[config.mk]
export PLATFORM = sky130hd
export DESIGN_NAME = mals_ctrl
export DESIGN_NICKNAME = d
export VERILOG_FILES = /design/src/rtl/mals_pkg.sv /design/src/rtl/mals_ctrl.sv
export SDC_FILE = /design/constraint.sdc
export NUM_CORES = 1
export LEC_CHECK = 0
export ABC_AREA = 1
export BUFFER_PORTS_ARGS = -buffer_cell sky130_fd_sc_hd__buf_2
export CORE_MARGIN = 4
export CORE_UTILIZATION = 35
export CTS_CLUSTER_DIAMETER = 50
export CTS_CLUSTER_SIZE = 8
export DETAILED_ROUTE_END_ITERATION = 12
export GPL_ROUTABILITY_DRIVEN = 0
export PLACE_DENSITY_LB_ADDON = 0.15
export SYNTH_ARGS = -nofsm -noshare
export SYNTH_HDL_FRONTEND = slang
export SYNTH_SLANG_ARGS = --single-unit
[constraint.sdc]
create_clock -name clk -period 1.8 [get_ports clk]
set_input_delay 0.45 -clock clk [delete_from_list [all_inputs] [get_ports clk]]
set_output_delay 0.45 -clock clk [all_outputs]
set_load 0.01 [all_outputs]
[src/rtl/mals_pkg.sv]
`timescale 1ns / 1ps
package mals_pkg;
	localparam int MAX_SIDE = 256;
	localparam int MAX_ANTS = 64;
	localparam int CELL_AW = 16;

	localparam logic [1:0] KIND_TOGGLE = 2'd0;
	localparam logic [1:0] KIND_ROTATE = 2'd1;
	localparam logic [1:0] KIND_ADVANCE = 2'd2;

	localparam logic [1:0] ST_DONE = 2'd0;
	localparam logic [1:0] ST_FULL = 2'd1;
	localparam logic [1:0] ST_RANGE = 2'd2;

	typedef struct packed {
		logic [1:0] kind;
		logic [7:0] col_x;
		logic [7:0] row_y;
	} req_t;

	typedef struct packed {
		logic [1:0] status;
		logic [31:0] generation;
		logic [16:0] marked_cells;
		logic [6:0] ant_total;
	} rsp_t;

	// controller -> datapath commands
	typedef struct packed {
		logic load_req;      // capture request
		logic clr_step;      // clear one grid cell (clearing pass)
		logic scan_start;    // reset scan index and ant index to 0
		logic scan_next;     // advance scan index
		logic ant_rd;        // issue ant table read at ant index
		logic cell_rd;       // issue cell read for current ant
		logic cell_wr;       // flip cell, update heading, mark count
		logic occ_start;     // start occupancy scan for target
		logic occ_next;      // step occupancy scan
		logic ant_move;      // commit move if free
		logic ant_next;      // next ant
		logic add_ant;
		logic rot_ant;
		logic shift_step;    // copy entry at scan index down by one
		logic del_done;      // decrement count
		logic gen_inc;
		logic set_status_full;
		logic set_status_range;
		logic set_status_done;
	} cmd_t;

	// datapath -> controller status
	typedef struct packed {
		logic clr_last;
		logic in_range;
		logic scan_end;      // scan index reached ant count
		logic scan_hit;      // entry at scan index matches key
		logic list_full;
		logic ants_end;      // ant index reached count
		logic occ_end;
		logic occ_hit;
	} sts_t;
endpackage

[src/rtl/mals_ctrl.sv]
`timescale 1ns / 1ps
module mals_ctrl (
	input  logic clk,
	input  logic arst_n,
	input  logic req_valid,
	output logic req_ready,
	input  mals_pkg::req_t req,
	output logic rsp_valid,
	input  logic rsp_ready,
	input  mals_pkg::sts_t sts,
	output mals_pkg::cmd_t cmd
);
	localparam logic [3:0] S_CLR = 4'd0;
	localparam logic [3:0] S_IDLE = 4'd1;
	localparam logic [3:0] S_DEC = 4'd2;
	localparam logic [3:0] S_SCAN = 4'd3;
	localparam logic [3:0] S_SHIFT = 4'd4;
	localparam logic [3:0] S_ANT = 4'd5;
	localparam logic [3:0] S_RD = 4'd6;
	localparam logic [3:0] S_FLIP = 4'd7;
	localparam logic [3:0] S_OCC = 4'd8;
	localparam logic [3:0] S_MOVE = 4'd9;
	localparam logic [3:0] S_OUT = 4'd10;
	localparam logic [3:0] S_WAIT = 4'd11;
	localparam logic [3:0] S_CELL = 4'd12;
	localparam logic [3:0] S_OWAIT = 4'd13;
	localparam logic [3:0] S_SWAIT = 4'd14;

	logic [3:0] state_q, state_d;
	logic [1:0] kind_q;

	always_ff @(posedge clk or negedge arst_n) begin
		if (!arst_n) begin
			state_q <= S_CLR;
			kind_q <= mals_pkg::KIND_TOGGLE;
		end else begin
			state_q <= state_d;
			if (req_valid && req_ready) kind_q <= req.kind;
		end
	end

	assign req_ready = (state_q == S_IDLE);
	assign rsp_valid = (state_q == S_OUT);

	// scan reads are registered: S_SCAN alternates with S_WAIT
	always_comb begin
		cmd = '0;
		state_d = state_q;
		unique case (state_q)
			S_CLR: begin
				cmd.clr_step = 1'b1;
				if (sts.clr_last) state_d = S_IDLE;
			end
			S_IDLE: begin
				if (req_valid) begin
					cmd.load_req = 1'b1;
					state_d = S_DEC;
				end
			end
			S_DEC: begin
				cmd.set_status_done = 1'b1;
				cmd.scan_start = 1'b1;
				if (kind_q == mals_pkg::KIND_ADVANCE) state_d = S_ANT;
				else if (kind_q == mals_pkg::KIND_TOGGLE || kind_q == mals_pkg::KIND_ROTATE) begin
					if (!sts.in_range) begin
						cmd.set_status_range = 1'b1;
						state_d = S_OUT;
					end else state_d = S_WAIT;
				end else state_d = S_OUT;
			end
			S_WAIT: state_d = S_SCAN;
			S_SCAN: begin
				if (sts.scan_end) begin
					if (kind_q == mals_pkg::KIND_TOGGLE) begin
						if (sts.list_full) cmd.set_status_full = 1'b1;
						else cmd.add_ant = 1'b1;
					end
					state_d = S_OUT;
				end else if (sts.scan_hit) begin
					if (kind_q == mals_pkg::KIND_ROTATE) begin
						cmd.rot_ant = 1'b1;
						state_d = S_OUT;
					end else begin
						// erase: read the next entry, then move entries down
						cmd.scan_next = 1'b1;
						state_d = S_SWAIT;
					end
				end else begin
					cmd.scan_next = 1'b1;
					state_d = S_WAIT;
				end
			end
			S_SWAIT: state_d = S_SHIFT;
			S_SHIFT: begin
				if (sts.scan_end) begin
					cmd.del_done = 1'b1;
					state_d = S_OUT;
				end else begin
					cmd.shift_step = 1'b1;
					state_d = S_SWAIT;
				end
			end
			S_ANT: begin
				if (sts.ants_end) begin
					cmd.gen_inc = 1'b1;
					state_d = S_OUT;
				end else begin
					cmd.ant_rd = 1'b1;
					state_d = S_RD;
				end
			end
			S_RD: begin
				cmd.cell_rd = 1'b1;
				state_d = S_CELL;
			end
			S_CELL: state_d = S_FLIP;
			S_FLIP: begin
				cmd.cell_wr = 1'b1;
				cmd.occ_start = 1'b1;
				state_d = S_OWAIT;
			end
			S_OWAIT: state_d = S_OCC;
			S_OCC: begin
				if (sts.occ_end) state_d = S_MOVE;
				else if (sts.occ_hit) begin
					cmd.ant_next = 1'b1;
					state_d = S_ANT;
				end else begin
					cmd.occ_next = 1'b1;
					state_d = S_OWAIT;
				end
			end
			S_MOVE: begin
				cmd.ant_move = 1'b1;
				cmd.ant_next = 1'b1;
				state_d = S_ANT;
			end
			S_OUT: if (rsp_ready) state_d = S_IDLE;
			default: state_d = S_IDLE;
		endcase
	end
endmodule

# Word level (Yosys, flattened, before mapping)
# Index checks and enable logic that the tools add are counted.
# word_totals
output_inout_bits	21
elab_cells	79
in_bits	30
regBits	6
# classes
n_eq_ne	19
mux	53
n_reduce_logical	5
# ops
op	n
one-hot mux 4 bit (15 select lines)	1
2-to-1 mux 1 bit	36
2-to-1 mux 4 bit	8
equality test 4 bit, second input constant	7
equality test 4 x 3 -> 1 bit, second input constant	4
2-to-1 mux 3 bit	3
equality test 4 x 2 -> 1 bit, second input constant	2
2-to-1 mux 2 bit	4
equality test 4 x 1 -> 1 bit, second input constant	1
logical NOT 4 bit	1
!= test 2 bit, second input constant	2
AND reduction 3 bit	1
equality test 2 x 1 -> 1 bit, second input constant	1
equality test 2 bit, second input constant	1
logical NOT 2 bit	1
!= test 2 x 1 -> 1 bit, second input constant	1
one-hot mux 1 bit (2 select lines)	1
logical AND 1 bit	1
logical OR 1 bit	1

# Depth between registers and ports, before layout
# logic_depth
word_depth	5
mapped_depth	9
mapped_depth_nobuf	8

# Least setup slack after synthesis
# OpenSTA, ideal clock, no wires.
# synth_path
kind	reg2out
start	reg state_q[3]
end	out cmd[15] (netlist name)
stages_incl_launch_ff	7
arrival_ns	1.062
setup_slack_ns	0.288
required_time_ns	1.350
path_buffers	1
cell_sequence	dfrtp_1 > buf_4 > inv_2 > nand2_1 > nor2_1 > nand2_1 > a31oi_1
# synth_rtl
item	line_no	source
start, declared	mals_ctrl.sv:29	logic [3:0] state_q, state_d;
start signal, assigned	mals_ctrl.sv:37	state_q <= state_d;
end, declared	mals_ctrl.sv:11	output mals_pkg::cmd_t cmd

==> metrics.txt <==
outcome=finished, violations left; violated checks=negative setup slack; r2r worst-path depth=9; global-route wire length before repair=3.022 mm; final period demand of the worst path=1.806 ns; average wire length per cell after detail routing=11.41 µm; cell type contributing the most total cell area after synthesis=sky130_fd_sc_hd__dfrtp_1; WP data required=1.35 ns; leading cell type in the layout, fill and taps excluded=sky130_fd_sc_hd__buf_2; via count of the routed design=925; synthesized net count=154; fmax=0.5536 GHz; Crit path arrival time=1.36 ns; count of input and output buffers=34; overall die area=2697 µm²; average cell area after synthesis=5.449 µm²; biggest area contributors in the synthesized netlist=sky130_fd_sc_hd__dfrtp_1 22%, sky130_fd_sc_hd__nand2_1 17%, sky130_fd_sc_hd__nor2_1 14%, sky130_fd_sc_hd__inv_1 12%, sky130_fd_sc_hd__nand3_1 6.7%; unrepaired setup endpoints after global routing=true; Iter 0 DRT Violations=21; Final Net Count=204; GRT met1 Usage=18.09%; sort of element at the start of the critical path=flop; launching point of the worst reg2reg path=state_q[0]; proportion of synthesized area in mux cells=0%; compound-cell area share of the yosys netlist=7.778%; Worst path top cell family by delay=flip-flops; Syn-to-layout area delta=56.30%; critical path fanouts, max=5; worst voltage drop across the vdd grid=891.2 µV; Max Buffers Root-to-Sink=2; clk sinks=6; CP Cell Sequence=inv_4 > buf_12 > nor2_4 > nand3_1 > nor2_1 > buf_2; DIE WIDTH=51.94 µm; Worst Hold Slack=0.02727 ns; met3 layer usage reported by global route=1.146%; max_slew headroom=84.51%; Core ar.=1783 µm²; number of CTS-inserted buffers=3; vertical die dimension=51.94 µm; drt first pass iters=4; fraction of the yosys area taken by sequential cells=22.22%; register-to-register path setup slack=0.34 ns; met2 Usage GRT=24.90%; share of post-route cells with drive strength above 1=43.02%; post-synthesis xor/xnor area fraction=0%; initial antenna violation count=0; Leak Pwr=0.6620 nW; kind of critical path=flop to output pin; total global-route track usage=14.47%; Final Max Tran Viols=0; Detailed Route WL=2.248 mm; Slowest cell on crit path=sky130_fd_sc_hd__dfrtp_2; cell at the root of the clock tree=sky130_fd_sc_hd__clkbuf_4; Placed Cells=183; number of vias per cell=4.695; # H-tree levels=1; total buffers and inverters traversed by the critical path=3; total power draw=0.001751 W; endpoint of the worst-slack reg-to-reg timing path=state_q[0]; final std cells w/o fill=197; antenna diode instance count=0; maximum number of pins on one net before global-route repair=9; Crit path largest cell delay=0.44 ns; number of top-level design ports=51; kind of path behind the tightest hold check=input port to asynchronous set/reset pin; final setup slack of the worst path=-0.006441 ns; maxcap violations=0; Final Cycle Share=100.4%; number of instances in the synthesized netlist=124; total half-perimeter wirelength after legalization and detailed placement=1.586 mm; number of global-route vias before repair=775; DRC=0; Clock Pin Slew Worst Setup and Hold Paths=0.04 ns; number of core rows=15; post-synthesis adder-cell area fraction=0%; post-synthesis share of cell area spent on and, or, nand and nor gates=51.67%; pin slew with the least headroom to its limit=0.2314 ns; number of distinct library cells after synthesis=18; hold violation count in the final report=0; Yosys Warn Count=0; power per cell area=1659 nW/µm²; most frequent cells in the layout=33 x sky130_fd_sc_hd__buf_2, 28 x sky130_fd_sc_hd__nand2_1, 22 x sky130_fd_sc_hd__nor2_1, 20 x sky130_fd_sc_hd__inv_1, 12 x sky130_fd_sc_hd__buf_4; synthesis-stage register bit count=6; post-synth top area share=22.22%; total global routing overflow=0; main combinational cell family by area after synthesis=simple AND/OR/NAND/NOR gates; crit end category=output pin; area of the mapped netlist=675.6 µm²; GRT Max-Usage Layer=met2; final number of setup-violating endpoints=2; effective utilization at floorplan=37.89%; TritonCTS clock tree=done; clk_skew=0.001513 ns; antenna-violating nets left=0; Worst-Skew Late Latency=0.23 ns
## final cells by class
cell class | instances | area (µm²)
inverters | 25 | 96.34
clock buffers | 3 | 22.52
multi-input cells | 89 | 441.7
repair buffers | 49 | 309.0
flip-flops and latches | 6 | 155.1
fillers | 191 | 726.9
well taps | 25 | 31.28
## kinds of logic after synthesis
logic type | count (synthesis)
compound gates | 9
buf+inv | 29
flops | 6
simple gates | 80
## state kept, by name, indices dropped and copies added, names as in the netlist
signal	count
state_q	4
kind_q	2
## metal layers
layer	wire, µm	share of wire, %
met5	0	0
met4	77	3.4
met3	100	4.4
met2	1165	52
met1	905	40
## where the power goes
group          switching [W]  internal (W)  leakage (nW)
combinational       0.000742      0.000564         0.580
clock              0.0000400     0.0000748        0.0138
sequential          0.000115      0.000216        0.0686
## what timing repair did
action | CTS | global route
setup endpoints to repair | 8 | 20
resized for setup | 7 | 14
hold buffers | 0 | 0
setup buffers | 4 | 7
pin swaps | 1 | 7
## stage by stage
stage | utilization (%) | area (µm²) | setup TNS, ns | setup WS, ns
after floorplan | - | 675.6 | 0 | 0.2876
after detailed placement | 49.19 | 877.1 | 0 | 0.1393
after global routing | 59.23 | 1056 | -0.6925 | -0.08187
after CTS | 53.05 | 945.9 | -0.03619 | -0.02769
final | 59.23 | 1056 | -0.01090 | -0.006441
after global placement | 49.19 | 877.1 | 0 | 0.1428
## Yosys cell counts
cell type and instances:
sky130_fd_sc_hd__nand2_2 1, sky130_fd_sc_hd__nand4_1 3, sky130_fd_sc_hd__a31oi_1 1, sky130_fd_sc_hd__nand3_1 9, sky130_fd_sc_hd__nor2_4 1, sky130_fd_sc_hd__o211ai_1 2
sky130_fd_sc_hd__a21oi_1 2, sky130_fd_sc_hd__inv_1 22, sky130_fd_sc_hd__o22ai_1 1, sky130_fd_sc_hd__nor2_2 4, sky130_fd_sc_hd__nor2_1 25, sky130_fd_sc_hd__nand3b_1 1
sky130_fd_sc_hd__nor3_1 5, sky130_fd_sc_hd__buf_4 4, sky130_fd_sc_hd__dfrtp_1 6, sky130_fd_sc_hd__inv_2 3, sky130_fd_sc_hd__o21ai_0 3, sky130_fd_sc_hd__nand2_1 31
## how the worst max path moves through the flow
stage / start / end / slack, ns / depth (start not counted)
final: state_q[3] / cmd[10] / -0.006 / 6
after global placement: state_q[2] / cmd[15] / 0.14 / 6
after detailed placement: state_q[2] / cmd[15] / 0.14 / 6
after CTS: state_q[2] / cmd[10] / -0.03 / 5
after floorplan: state_q[3] / cmd[15] / 0.29 / 6
after global routing: state_q[0] / cmd[12] / -0.08 / 6
(Power assumes the default switching activity.)
